## src/design/etfi_pkg.sv

```systemverilog
// Shared types and constants for the escape-time fractal iterator.
// Used by etfi_seq and escape_time_fractal_iterator_top.
`timescale 1ns / 1ps
`default_nettype none

package etfi_pkg;

   // Register index map of the CSR write port
   localparam int unsigned CSR_INDEX_WIDTH = 3;

   localparam logic [CSR_INDEX_WIDTH-1:0] REG_X_ORIGIN       = 3'd0;
   localparam logic [CSR_INDEX_WIDTH-1:0] REG_Y_ORIGIN       = 3'd1;
   localparam logic [CSR_INDEX_WIDTH-1:0] REG_X_STEP         = 3'd2;
   localparam logic [CSR_INDEX_WIDTH-1:0] REG_Y_STEP         = 3'd3;
   localparam logic [CSR_INDEX_WIDTH-1:0] REG_PARAM_RE       = 3'd4;
   localparam logic [CSR_INDEX_WIDTH-1:0] REG_PARAM_IM       = 3'd5;
   localparam logic [CSR_INDEX_WIDTH-1:0] REG_MAX_ITERATIONS = 3'd6;
   localparam logic [CSR_INDEX_WIDTH-1:0] REG_PLANE_MODE     = 3'd7;

   // Plane modes
   localparam int unsigned MODE_WIDTH = 3;

   localparam logic [MODE_WIDTH-1:0] MODE_MANDELBROT = 3'd1;
   localparam logic [MODE_WIDTH-1:0] MODE_JULIA      = 3'd2;
   localparam logic [MODE_WIDTH-1:0] MODE_MIX_A      = 3'd3;
   localparam logic [MODE_WIDTH-1:0] MODE_MIX_B      = 3'd4;

   // Band limits of the mixed-B mode, 60 fraction bits (about 0.100167 and 3.041425)
   localparam logic [63:0] BAND_LOW_Q60  = 64'd115485173918184697;
   localparam logic [63:0] BAND_HIGH_Q60 = 64'd3506524555119540928;

   // Sequencer states
   typedef enum logic [2:0] {
      ST_IDLE,
      ST_MUL_PX,
      ST_MUL_PY,
      ST_SETUP,
      ST_SQ_RE,
      ST_SQ_IM,
      ST_CROSS,
      ST_UPDATE
   } state_type;

endpackage

`default_nettype wire

```

## src/design/escape_time_fractal_iterator_top.sv

```systemverilog
// Escape-time fractal iterator (Mandelbrot, Julia and mixed planes) in Q4.28.
// A request is taken when start is high and busy is low. The answer appears on
// rsp_iteration_count for exactly one cycle with rsp_valid high; the receiver
// cannot stall it. A request first maps the pixel with two products, then makes
// k loop passes, where k is the count, or the count plus one when the point
// escapes. The one shared multiplier serves every product: each pass needs
// three products (zr*zr, zi*zi, zr*zi) plus an update step.
// busy drops in the cycle the result is shown, so a new request may start then.
// Depends on etfi_pkg, etfi_mul and etfi_seq.
`timescale 1ns / 1ps
`default_nettype none

module escape_time_fractal_iterator_top #(
   parameter int unsigned FRAC_BITS   = 28,
   parameter int unsigned COORD_WIDTH = 32,
   parameter int unsigned PIXEL_WIDTH = 12,
   parameter int unsigned ITER_WIDTH  = 16,
   localparam int unsigned CSR_WIDTH  = (COORD_WIDTH > ITER_WIDTH) ? COORD_WIDTH : ITER_WIDTH
) (
   input  wire logic                                      clock,
   input  wire logic                                      reset,
   // request
   input  wire logic                                      start,
   output logic                                           busy,
   input  wire logic [PIXEL_WIDTH-1:0]                    req_pixel_x,
   input  wire logic [PIXEL_WIDTH-1:0]                    req_pixel_y,
   // response
   output logic                                           rsp_valid,
   output logic [ITER_WIDTH-1:0]                          rsp_iteration_count,
   // register writes
   input  wire logic                                      csr_we,
   input  wire logic [etfi_pkg::CSR_INDEX_WIDTH-1:0]      csr_index,
   input  wire logic [CSR_WIDTH-1:0]                      csr_wdata
);

   localparam logic [COORD_WIDTH-1:0] TWO_Q       = COORD_WIDTH'(2) << FRAC_BITS;
   localparam logic [COORD_WIDTH-1:0] ORIGIN_RST  = -TWO_Q;
   localparam logic [COORD_WIDTH-2:0] STEP_RST    = (COORD_WIDTH-1)'(1) << (FRAC_BITS - 10);
   localparam logic [ITER_WIDTH-1:0]  MAX_ITER_RST = ITER_WIDTH'(50);

   logic signed [COORD_WIDTH-1:0]          x_origin_ff;
   logic signed [COORD_WIDTH-1:0]          y_origin_ff;
   logic [COORD_WIDTH-2:0]                 x_step_ff;
   logic [COORD_WIDTH-2:0]                 y_step_ff;
   logic signed [COORD_WIDTH-1:0]          param_re_ff;
   logic signed [COORD_WIDTH-1:0]          param_im_ff;
   logic [ITER_WIDTH-1:0]                  max_iter_ff;
   logic [etfi_pkg::MODE_WIDTH-1:0]        mode_ff;

   logic signed [COORD_WIDTH-1:0]          mul_a;
   logic signed [COORD_WIDTH-1:0]          mul_b;
   logic signed [2*COORD_WIDTH-1:0]        mul_prod;

   // Settings registers
   always_ff @(posedge clock) begin
      if (reset) begin
         x_origin_ff <= ORIGIN_RST;
         y_origin_ff <= ORIGIN_RST;
         x_step_ff   <= STEP_RST;
         y_step_ff   <= STEP_RST;
         param_re_ff <= '0;
         param_im_ff <= '0;
         max_iter_ff <= MAX_ITER_RST;
         mode_ff     <= etfi_pkg::MODE_MANDELBROT;
      end else if (csr_we) begin
         unique case (csr_index)
            etfi_pkg::REG_X_ORIGIN:       x_origin_ff <= csr_wdata[COORD_WIDTH-1:0];
            etfi_pkg::REG_Y_ORIGIN:       y_origin_ff <= csr_wdata[COORD_WIDTH-1:0];
            etfi_pkg::REG_X_STEP:         x_step_ff   <= csr_wdata[COORD_WIDTH-2:0];
            etfi_pkg::REG_Y_STEP:         y_step_ff   <= csr_wdata[COORD_WIDTH-2:0];
            etfi_pkg::REG_PARAM_RE:       param_re_ff <= csr_wdata[COORD_WIDTH-1:0];
            etfi_pkg::REG_PARAM_IM:       param_im_ff <= csr_wdata[COORD_WIDTH-1:0];
            etfi_pkg::REG_MAX_ITERATIONS: max_iter_ff <= csr_wdata[ITER_WIDTH-1:0];
            etfi_pkg::REG_PLANE_MODE:     mode_ff     <= csr_wdata[etfi_pkg::MODE_WIDTH-1:0];
            default: begin
            end
         endcase
      end
   end

   // Shared multiplier
   etfi_mul #(
      .COORD_WIDTH (COORD_WIDTH)
   ) u_mul (
      .clock (clock),
      .op_a  (mul_a),
      .op_b  (mul_b),
      .prod  (mul_prod)
   );

   // Sequencer and datapath
   etfi_seq #(
      .FRAC_BITS   (FRAC_BITS),
      .COORD_WIDTH (COORD_WIDTH),
      .PIXEL_WIDTH (PIXEL_WIDTH),
      .ITER_WIDTH  (ITER_WIDTH)
   ) u_seq (
      .clock          (clock),
      .reset          (reset),
      .start          (start),
      .busy           (busy),
      .pixel_x        (req_pixel_x),
      .pixel_y        (req_pixel_y),
      .rsp_valid      (rsp_valid),
      .rsp_count      (rsp_iteration_count),
      .x_origin       (x_origin_ff),
      .y_origin       (y_origin_ff),
      .x_step         (x_step_ff),
      .y_step         (y_step_ff),
      .param_re       (param_re_ff),
      .param_im       (param_im_ff),
      .max_iterations (max_iter_ff),
      .plane_mode     (mode_ff),
      .mul_a          (mul_a),
      .mul_b          (mul_b),
      .mul_prod       (mul_prod)
   );

endmodule

`default_nettype wire

```

## src/design/etfi_mul.sv

```systemverilog
// Shared signed multiplier with registered product.
// Standalone; driven by etfi_seq through the top level.
`timescale 1ns / 1ps
`default_nettype none

module etfi_mul #(
   parameter int unsigned COORD_WIDTH = 32
) (
   input  wire logic                            clock,
   input  wire logic signed [COORD_WIDTH-1:0]   op_a,
   input  wire logic signed [COORD_WIDTH-1:0]   op_b,
   output logic signed [2*COORD_WIDTH-1:0]      prod
);

   logic signed [2*COORD_WIDTH-1:0] prod_ff;
   logic signed [2*COORD_WIDTH-1:0] prod_in;

   // Full-width signed product of two coordinate-wide operands
   always_comb begin
      prod_in = op_a * op_b;
   end

   always_ff @(posedge clock) begin
      prod_ff <= prod_in;
   end

   assign prod = prod_ff;

endmodule

`default_nettype wire

```

## src/design/etfi_seq.sv

```systemverilog
// Sequencer and datapath: plane mapping, mode selection and the z = z*z + c loop.
// Depends on etfi_pkg; uses the shared multiplier etfi_mul for every product.
`timescale 1ns / 1ps
`default_nettype none

module etfi_seq #(
   parameter int unsigned FRAC_BITS   = 28,
   parameter int unsigned COORD_WIDTH = 32,
   parameter int unsigned PIXEL_WIDTH = 12,
   parameter int unsigned ITER_WIDTH  = 16
) (
   input  wire logic                                clock,
   input  wire logic                                reset,
   // request
   input  wire logic                                start,
   output logic                                     busy,
   input  wire logic [PIXEL_WIDTH-1:0]              pixel_x,
   input  wire logic [PIXEL_WIDTH-1:0]              pixel_y,
   // response
   output logic                                     rsp_valid,
   output logic [ITER_WIDTH-1:0]                    rsp_count,
   // settings
   input  wire logic signed [COORD_WIDTH-1:0]       x_origin,
   input  wire logic signed [COORD_WIDTH-1:0]       y_origin,
   input  wire logic [COORD_WIDTH-2:0]              x_step,
   input  wire logic [COORD_WIDTH-2:0]              y_step,
   input  wire logic signed [COORD_WIDTH-1:0]       param_re,
   input  wire logic signed [COORD_WIDTH-1:0]       param_im,
   input  wire logic [ITER_WIDTH-1:0]               max_iterations,
   input  wire logic [etfi_pkg::MODE_WIDTH-1:0]     plane_mode,
   // shared multiplier
   output logic signed [COORD_WIDTH-1:0]            mul_a,
   output logic signed [COORD_WIDTH-1:0]            mul_b,
   input  wire logic signed [2*COORD_WIDTH-1:0]     mul_prod
);

   localparam int unsigned W  = COORD_WIDTH;
   localparam int unsigned W2 = 2 * COORD_WIDTH;

   localparam logic signed [W-1:0] CMAX = {1'b0, {(W-1){1'b1}}};
   localparam logic signed [W-1:0] CMIN = {1'b1, {(W-1){1'b0}}};

   localparam logic [63:0] FOUR_Q  = 64'd4 << FRAC_BITS;
   localparam logic [63:0] BAND_LO = etfi_pkg::BAND_LOW_Q60 >> (60 - FRAC_BITS);
   localparam logic [63:0] BAND_HI = etfi_pkg::BAND_HIGH_Q60 >> (60 - FRAC_BITS);

   // Saturating add
   function automatic logic signed [W-1:0] sat_add(
      input logic signed [W-1:0] a,
      input logic signed [W-1:0] b
   );
      logic signed [W:0] s;
      s = {a[W-1], a} + {b[W-1], b};
      if (s[W] != s[W-1]) begin
         return s[W] ? CMIN : CMAX;
      end
      return s[W-1:0];
   endfunction

   // Saturating subtract
   function automatic logic signed [W-1:0] sat_sub(
      input logic signed [W-1:0] a,
      input logic signed [W-1:0] b
   );
      logic signed [W:0] s;
      s = {a[W-1], a} - {b[W-1], b};
      if (s[W] != s[W-1]) begin
         return s[W] ? CMIN : CMAX;
      end
      return s[W-1:0];
   endfunction

   // Narrow a shifted product to the coordinate range with saturation
   function automatic logic signed [W-1:0] sat_narrow(input logic signed [W2-1:0] v);
      logic [W:0] top;
      top = v[W2-1:W-1];
      if ((top != '0) && (top != '1)) begin
         return v[W2-1] ? CMIN : CMAX;
      end
      return v[W-1:0];
   endfunction

   // origin + pixel*step, the non-negative product saturated first
   function automatic logic signed [W-1:0] plane_point(
      input logic signed [W-1:0]  origin,
      input logic signed [W2-1:0] p
   );
      logic signed [W-1:0] off;
      if (p[W2-1:W-1] != '0) begin
         off = CMAX;
      end else begin
         off = p[W-1:0];
      end
      return sat_add(origin, off);
   endfunction

   etfi_pkg::state_type state_ff, state_in;

   logic                      valid_ff, valid_in;
   logic [ITER_WIDTH-1:0]     count_ff, count_in;
   logic [PIXEL_WIDTH-1:0]    pix_x_ff, pix_x_in;
   logic [PIXEL_WIDTH-1:0]    pix_y_ff, pix_y_in;
   logic signed [W-1:0]       px_ff, px_in;
   logic signed [W-1:0]       cr_ff, cr_in;
   logic signed [W-1:0]       ci_ff, ci_in;
   logic signed [W-1:0]       zr_ff, zr_in;
   logic signed [W-1:0]       zi_ff, zi_in;
   logic signed [W-1:0]       r2_ff, r2_in;
   logic signed [W-1:0]       i2_ff, i2_in;
   logic [ITER_WIDTH-1:0]     n_ff, n_in;

   // Per-iteration arithmetic
   logic signed [W-1:0]       py;
   logic signed [W-1:0]       sq_post;
   logic signed [W-1:0]       mag;
   logic [63:0]               mag_ext;
   logic                      escape;
   logic                      out_of_band;
   logic signed [W-1:0]       next_zr;
   logic signed [W-1:0]       next_zi;
   logic [ITER_WIDTH-1:0]     n_inc;

   always_comb begin
      py          = plane_point(y_origin, mul_prod);
      sq_post     = sat_narrow(mul_prod >>> FRAC_BITS);
      mag         = sat_add(r2_ff, i2_ff);
      mag_ext     = 64'(mag);
      escape      = (mag_ext >= FOUR_Q);
      out_of_band = (plane_mode == etfi_pkg::MODE_MIX_B) &&
                    !((mag_ext > BAND_LO) && (mag_ext < BAND_HI));
      next_zr     = sat_add(sat_sub(r2_ff, i2_ff), cr_ff);
      next_zi     = sat_add(sat_narrow(mul_prod >>> (FRAC_BITS - 1)), ci_ff);
      n_inc       = n_ff + 1'b1;
   end

   // Multiplier operand select
   always_comb begin
      unique case (state_ff)
         etfi_pkg::ST_MUL_PX: begin
            mul_a = W'(pix_x_ff);
            mul_b = {1'b0, x_step};
         end
         etfi_pkg::ST_MUL_PY: begin
            mul_a = W'(pix_y_ff);
            mul_b = {1'b0, y_step};
         end
         etfi_pkg::ST_SQ_RE: begin
            mul_a = zr_ff;
            mul_b = zr_ff;
         end
         etfi_pkg::ST_SQ_IM: begin
            mul_a = zi_ff;
            mul_b = zi_ff;
         end
         default: begin
            mul_a = zr_ff;
            mul_b = zi_ff;
         end
      endcase
   end

   // State register and control
   always_ff @(posedge clock) begin
      if (reset) begin
         state_ff <= etfi_pkg::ST_IDLE;
         valid_ff <= 1'b0;
      end else begin
         state_ff <= state_in;
         valid_ff <= valid_in;
      end
   end

   // Payload registers
   always_ff @(posedge clock) begin
      count_ff <= count_in;
      pix_x_ff <= pix_x_in;
      pix_y_ff <= pix_y_in;
      px_ff    <= px_in;
      cr_ff    <= cr_in;
      ci_ff    <= ci_in;
      zr_ff    <= zr_in;
      zi_ff    <= zi_in;
      r2_ff    <= r2_in;
      i2_ff    <= i2_in;
      n_ff     <= n_in;
   end

   // Next state and datapath loads
   always_comb begin
      state_in = state_ff;
      valid_in = 1'b0;
      count_in = count_ff;
      pix_x_in = pix_x_ff;
      pix_y_in = pix_y_ff;
      px_in    = px_ff;
      cr_in    = cr_ff;
      ci_in    = ci_ff;
      zr_in    = zr_ff;
      zi_in    = zi_ff;
      r2_in    = r2_ff;
      i2_in    = i2_ff;
      n_in     = n_ff;

      unique case (state_ff)
         etfi_pkg::ST_IDLE: begin
            if (start) begin
               pix_x_in = pixel_x;
               pix_y_in = pixel_y;
               state_in = etfi_pkg::ST_MUL_PX;
            end
         end
         etfi_pkg::ST_MUL_PX: begin
            state_in = etfi_pkg::ST_MUL_PY;
         end
         etfi_pkg::ST_MUL_PY: begin
            px_in    = plane_point(x_origin, mul_prod);
            state_in = etfi_pkg::ST_SETUP;
         end
         etfi_pkg::ST_SETUP: begin
            n_in     = '0;
            state_in = etfi_pkg::ST_SQ_RE;
            unique case (plane_mode)
               etfi_pkg::MODE_MANDELBROT: begin
                  cr_in = px_ff;    ci_in = py;
                  zr_in = param_re; zi_in = param_im;
               end
               etfi_pkg::MODE_JULIA: begin
                  cr_in = param_re; ci_in = param_im;
                  zr_in = px_ff;    zi_in = py;
               end
               etfi_pkg::MODE_MIX_A: begin
                  cr_in = param_re; ci_in = py;
                  zr_in = px_ff;    zi_in = param_im;
               end
               etfi_pkg::MODE_MIX_B: begin
                  cr_in = px_ff;    ci_in = param_im;
                  zr_in = param_re; zi_in = py;
               end
               default: begin
                  // unused mode answers zero
                  valid_in = 1'b1;
                  count_in = '0;
                  state_in = etfi_pkg::ST_IDLE;
               end
            endcase
            // zero limit answers zero
            if (max_iterations == '0) begin
               valid_in = 1'b1;
               count_in = '0;
               state_in = etfi_pkg::ST_IDLE;
            end
         end
         etfi_pkg::ST_SQ_RE: begin
            state_in = etfi_pkg::ST_SQ_IM;
         end
         etfi_pkg::ST_SQ_IM: begin
            r2_in    = sq_post;
            state_in = etfi_pkg::ST_CROSS;
         end
         etfi_pkg::ST_CROSS: begin
            i2_in    = sq_post;
            state_in = etfi_pkg::ST_UPDATE;
         end
         etfi_pkg::ST_UPDATE: begin
            if (escape || out_of_band) begin
               valid_in = 1'b1;
               count_in = n_ff;
               state_in = etfi_pkg::ST_IDLE;
            end else begin
               zr_in = next_zr;
               zi_in = next_zi;
               n_in  = n_inc;
               if (n_inc == max_iterations) begin
                  valid_in = 1'b1;
                  count_in = n_inc;
                  state_in = etfi_pkg::ST_IDLE;
               end else begin
                  state_in = etfi_pkg::ST_SQ_RE;
               end
            end
         end
         default: begin
            state_in = etfi_pkg::ST_IDLE;
         end
      endcase
   end

   assign busy      = (state_ff != etfi_pkg::ST_IDLE);
   assign rsp_valid = valid_ff;
   assign rsp_count = count_ff;

endmodule

`default_nettype wire

```

## config.mk

```make
export PLATFORM = sky130hd
export DESIGN_NAME = escape_time_fractal_iterator_top
export DESIGN_NICKNAME = d
export VERILOG_FILES = /design/src/design/etfi_pkg.sv /design/src/design/escape_time_fractal_iterator_top.sv /design/src/design/etfi_mul.sv /design/src/design/etfi_seq.sv
export SDC_FILE = /design/constraint.sdc
export NUM_CORES = 2
export LEC_CHECK = 0
export BUFFER_PORTS_ARGS = -buffer_cell sky130_fd_sc_hd__buf_2
export CELL_PAD_IN_SITES_DETAIL_PLACEMENT = 1
export CELL_PAD_IN_SITES_GLOBAL_PLACEMENT = 1
export CORE_MARGIN = 10
export CORE_UTILIZATION = 45
export DETAILED_ROUTE_END_ITERATION = 8
export PLACE_DENSITY = 0.78
export SETUP_SLACK_MARGIN = 0.5
export SLEW_MARGIN = 20
export SYNTH_ARGS = -nofsm -noshare
export SYNTH_HDL_FRONTEND = slang
export SYNTH_SLANG_ARGS = --single-unit
```

## constraint.sdc

```tcl
create_clock -name clock -period 29.4 [get_ports clock]
set_clock_uncertainty 0.1 [all_clocks]
set_input_delay 4.41 -clock clock [delete_from_list [all_inputs] [get_ports clock]]
set_output_delay 4.41 -clock clock [all_outputs]
set_load 0.03 [all_outputs]
```

; After elaboration in Yosys (flattened, before gate mapping)
; Index checks and enable logic that the tools add are counted.
[totals]
register_bits = 557
input_bits = 63
output_inout_bits = 18
wordCells = 164
[classes]
muxes = 62
n_eq_ne = 33
n_addsub = 7
reduce_logical = 36
n_mul = 1
order_cmp = 3
[ops]
columns = cell, n
row1 = $mux 32, 27
row2 = $pmux 32 s2, 6
row3 = $pmux 32 s3, 2
row4 = $add 32x32->33, 5
row5 = $reduce_bool 33->1, 3
row6 = $mux 16, 5
row7 = $ne 33x33->1 const B, 2
row8 = $ge 64x31->1 const B, 1
row9 = $gt 64x25->1 const B, 1
row10 = $lt 64x30->1 const B, 1
row11 = $mul 32x32->64, 1
row12 = $pmux 16 s2, 2
row13 = $sub 32x32->33, 1
row14 = $eq 3x3->1 const B, 9
row15 = $pmux 3 s8, 1
row16 = $reduce_and 2->1, 12
row17 = $eq 3x2->1 const B, 6
row18 = $add 16x1->16 const B, 1
row19 = $eq 16x16->1, 1
row20 = $logic_not 16->1, 1
row21 = $mux 3, 5
row22 = $mux 1, 13
row23 = $eq 3x1->1 const B, 3
row24 = $reduce_and 3->1, 3
row25 = 14 further kinds, 30

; Longest topological paths before layout
[logic_depth]
depth_word = 11
depth_mapped = 39
depth_no_buf = 35

; Cells and area by module
; A second synthesis with hierarchy kept.
[unflattened]
cells_unflattened = 7553
hier_area_um2 = 71315.9
[by_module_without_submodules]
columns = mod, cells_per_inst, area_per_inst_um2, seq_area_each_um2, n_inst
row1 = etfi_mul, 4061, 37927.6, 1281.2, 1
row2 = etfi_seq, 2758, 25231.7, 8488.1, 1
row3 = escape_time_fractal_iterator_top, 734, 8156.6, 4184.0, 1

; Worst setup path before layout
; OpenSTA, ideal clock, no wires.
[synth_timing]
kind = register to register
from = register u_seq.state_ff[1]
to = register u_mul.prod_ff[62] (netlist: u_mul.prod[62])
required_ns = 29.173
slack_ns = 19.042
path_buffers = 5
stages_incl_launch_ff = 37
t_arrival_ns = 10.131
setup_time_ns = 0.127
period_less_slack_ns = 10.358
cell_sequence = dfxtp_1 > inv_1 > ha_1 > clkbuf_1 > clkbuf_1 > nand2_1 > inv_1 > clkbuf_1 > a22oi_1 > clkbuf_1 > nor2_1 > fa_1 > inv_1 > fa_1 > inv_1 > fa_1 > fa_1 > inv_1 > fa_1 > inv_1 > fa_1 > inv_1 > fa_1 > inv_1 > fa_1 > ha_1 > clkbuf_1 > a21o_1 > o21bai_1 > a21oi_1 > nor2b_1 > a311oi_1 > o21ai_0 > a41o_1 > a21oi_1 > o21ai_0 > xor2_1
[synth_between]
elab_chain_cells = 3
elab_cells_between_ends = 7
cone_classes = mul: 1 / eq/ne: 4 / mux: 2
[synth_rtl]
columns = item, line_no
row1 = "start, declared", etfi_seq.sv:97  ; etfi_pkg::state_type state_ff, state_in;
row2 = "start signal, assigned", etfi_seq.sv:165  ; state_ff <= etfi_pkg::ST_IDLE;
row3 = "start signal, assigned", etfi_seq.sv:168  ; state_ff <= state_in;
row4 = "$eq 3x3->1, or another cell as far along", etfi_seq.sv:138  ; unique case (state_ff)
row5 = $pmux 32 s3, etfi_seq.sv:138
row6 = $mul 32x32->64 *, etfi_mul.sv:20  ; prod_in = op_a * op_b;
row7 = via u_mul.prod_in[62], etfi_mul.sv:16  ; logic signed [2*COORD_WIDTH-1:0] prod_in;
row8 = "end signal, assigned", etfi_mul.sv:24  ; prod_ff <= prod_in;
row9 = "end, declared", etfi_mul.sv:15  ; logic signed [2*COORD_WIDTH-1:0] prod_ff;
; The timed path passes the listed nets; every way through them passes the cells marked *.
; A chain may end at the register's enable or synchronous reset.

; Worst setup path after layout
[layout_timing]
from = register u_seq.state_ff[2]
to = register u_mul.prod_ff[62] (netlist: u_mul.prod[62])
; Same word-level chain as after synthesis.

==> summary.md <==
| Metric | Value |
|---|---|
| Post-synthesis cell count | `7,597` |
| Final hold vios | `0` |
| Yosys warns | `0` |
| First-pass GRT wire length | `393 mm` |
| Root Buffer | `clkbuf_16` |
| Worst Setup SP | `u_seq.state_ff[2]` |
| Slew HR | `17.1%` |
| Via Count | `57,200` |
| Worst-path fanout max | `49` |
| Initial antenna violation count | `14` |
| Reg-to-reg startpoint | `u_seq.state_ff[2]` |
| Final WL | `264 mm` |
| CTS hold repair buffers | `0` |
| CP arrival | `12.58 ns` |
| Worst Min Path Start | `y_step_ff[26]` |
| Gr usage total | `30.9%` |
| Post-CTS resize count | `0` |
| Status | `complete, no violations` |
| Maximum level of the CTS H-tree | `2` |
| Share of the synthesized area in the top cell type | `31.9%` |
| Post-synthesis async set-or-reset flop share | `0%` |
| Grt total ovfl | `0` |
| Initial DRC count | `5,445` |
| Synthesized area per cell | `8.98 µm²` |
| Largest net degree at the start of global routing | `91` |
| Core Rows | `142` |
| CTS tree | `yes` |
| Number of global-route vias before repair | `61,500` |
| Worst path max stage delay | `0.93 ns` |
| Final net count | `9,021` |
| Placer Congestion | `0.979` |
| Share of cells above drive strength 1 | `6.40%` |
| Cell taking the most area after synthesis | `fa_1` |
| Starting Density | `45.4%` |
| Clock Sinks | `557` |
| Routed len/inst | `27.6 µm` |
| Min-Delay Path Class | `register to register` |
| Yosys cell types | `90` |
| Largest cells by area after synthesis | `fa_1 32%, edfxtp_1 12%, dfxtp_1 8.1%` |
| Top cells by count, synth | `1,098 x nand2_1, 1,088 x fa_1, 1,052 x inv_1, 774 x nor2_1, 520 x a21oi_1` |
| Drt pass-1 iters | `5` |
| RSZ-0062 raised after global routing | `false` |
| Period minus WS final | `12.10 ns` |
| Core Box Area | `150,000 µm²` |
| Final Max Slew Viols | `0` |
| Maximum root-to-sink buffer count | `3` |
| FILL cells | `17,400` |
| Post CTS Setup Buffer Count | `0` |
| CP max stage cell | `fa_1` |
| Fmax | `82.7 MHz` |
| CP Launch Type | `register` |
| Max-cap viol count | `0` |
| Die Wd | `409 µm` |
| EDFF count, synth | `280` |
| Most numerous cell in the Yosys netlist | `nand2_1` |
| I/O Buffers | `80` |
| Post-Syn Area | `68,300 µm²` |
| Worst Tran Pin Value | `1.24 ns` |
| Primary FF master, synth | `edfxtp_1` |
| Critical path buffers and inverters | `9` |
| Worst-Skew Late Latency | `0.72 ns` |
| Vias per Instance | `5.98` |
| Critical path required time | `29.88 ns` |
| Most used cell, CP | `fa_1` |
| Reg clk slew, reported paths | `0.07 ns` |
| Die area | `168,000 µm²` |
| Die height | `409 µm` |
| DRC Markers | `0` |
| Worst Setup End Kind | `register` |
| Final ANT Viol Nets | `0` |
| Register bit total from synthesis | `557` |
| Fin crit share | `41.1%` |
| Top Family by Delay on Critical Path | `adder cells` |
| Post-synthesis sequential area ratio | `20.4%` |
| Top Ports | `81` |
| Critical path type | `register to register` |
| Syn-to-layout area delta | `7.36%` |
| Fin Setup TNS | `0 ns` |
| CTS buffer count | `60` |
| Final setup vio count | `0` |
| Detailed Place HPWL | `208 mm` |
sequential cells by signal (all words and copies together) (netlist names), 32 cells and up:
register     flops
u_seq.px_ff     32
param_re_ff     32
x_origin_ff     32
u_seq.zi_ff     32
u_seq.r2_ff     32
u_seq.cr_ff     32
param_im_ff     32
u_seq.ci_ff     32
u_seq.i2_ff     32
u_seq.zr_ff     32
u_mul.prod      64
y_origin_ff     32
metal layers:
layer  global-route usage, %  wire length, µm  vias up  part of all wire [%]
met1                    41.4           106000    29600                    40
li1                        -                -    24300                     -
met2                    47.3           116000     2627                    44
met4                    15.7            15900        8                   6.0
met3                    6.48            25500      597                   9.7
met5                       0               53        -                 0.020
metrics by stage:
step           util, %  setup WS [ns]  area [µm²]  hold WS [ns]  cells
6_report          48.8          17.30       73300         0.359   9557
5_1_grt           48.7          16.75       73300         0.372   9553
4_1_cts           48.7          17.51       73200         0.358   9552
3_5_place_dp      47.3          17.48       71100         0.350   9439
3_3_place_gp      47.3          17.81       71100         0.342   9439
2_1_floorplan        -          19.04       68300         0.336   7598
path summary, 6_finish.rpt:
| check | end | slack [ns] | cells past startpoint |
|---|---|---|---|
| max | u_mul.prod[62] | 17.30 | 33 |
| min reg2reg | y_step_ff[26] | 0.36 | 2 |
| max reg2reg | u_mul.prod[62] | 17.30 | 33 |
| min | y_step_ff[26] | 0.36 | 2 |
area by class of cell:
type | instances | area (µm²) | share of cell area [%]
flip-flops and latches | 557 | 14000 | 19.0
diodes | 4 | 10.0 | 0.0137
well taps | 2016 | 2520 | 3.44
clock buffers | 82 | 1690 | 2.30
inverters | 1053 | 3950 | 5.39
clock inverters | 31 | 454 | 0.620
multi-input cells | 5593 | 49200 | 67.2
repair buffers | 221 | 1490 | 2.03
cells in the final DEF, fill, tap and decap left out, types with 34 or more instances in the layout:
cell type and n:
a21o_1 164, a21oi_1 520, a22oi_1 68, a31oi_1 37, and3_1 44, buf_2 79, buf_4 140, clkbuf_16 62
dfxtp_1 277, edfxtp_1 280, fa_1 1088, ha_1 383, inv_1 1051, mux2_2 37, mux2i_1 46, nand2_1 1097
nand2b_1 86, nand3_1 74, nor2_1 766, nor2b_1 37, nor3_1 39, o21a_1 66, o21ai_0 189, o21bai_1 43
o22ai_1 34, xnor2_1 193, xor2_1 68
worst reg2reg max path, delay by kind of cell (launching register included):
kind	cells	cell delay, ns
flops	1	0.54
compound gates	9	2.70
fa+ha+maj	9	4.83
xor+xnor	1	0.15
simple gates	5	1.30
buf+inv	9	2.41
logic make-up (layout without fill, tap and decap cells):
group | count (synthesis) | count (layout) | share of synthesized area (%)
other | 1 | 6 | 0.00549
AO/OA/AOI/OAI | 1417 | 1417 | 13.2
buffers and inverters | 1448 | 1387 | 8.01
AND/OR/NAND/NOR | 2347 | 2347 | 14.6
adder cells (fa/ha/maj) | 1483 | 1483 | 39.1
flip-flops | 557 | 557 | 20.4
XOR/XNOR | 261 | 261 | 3.35
multiplexers | 83 | 83 | 1.28
Power is not shown: default switching activity piles up to over one toggle a cycle in this logic, so the estimate is an artifact.
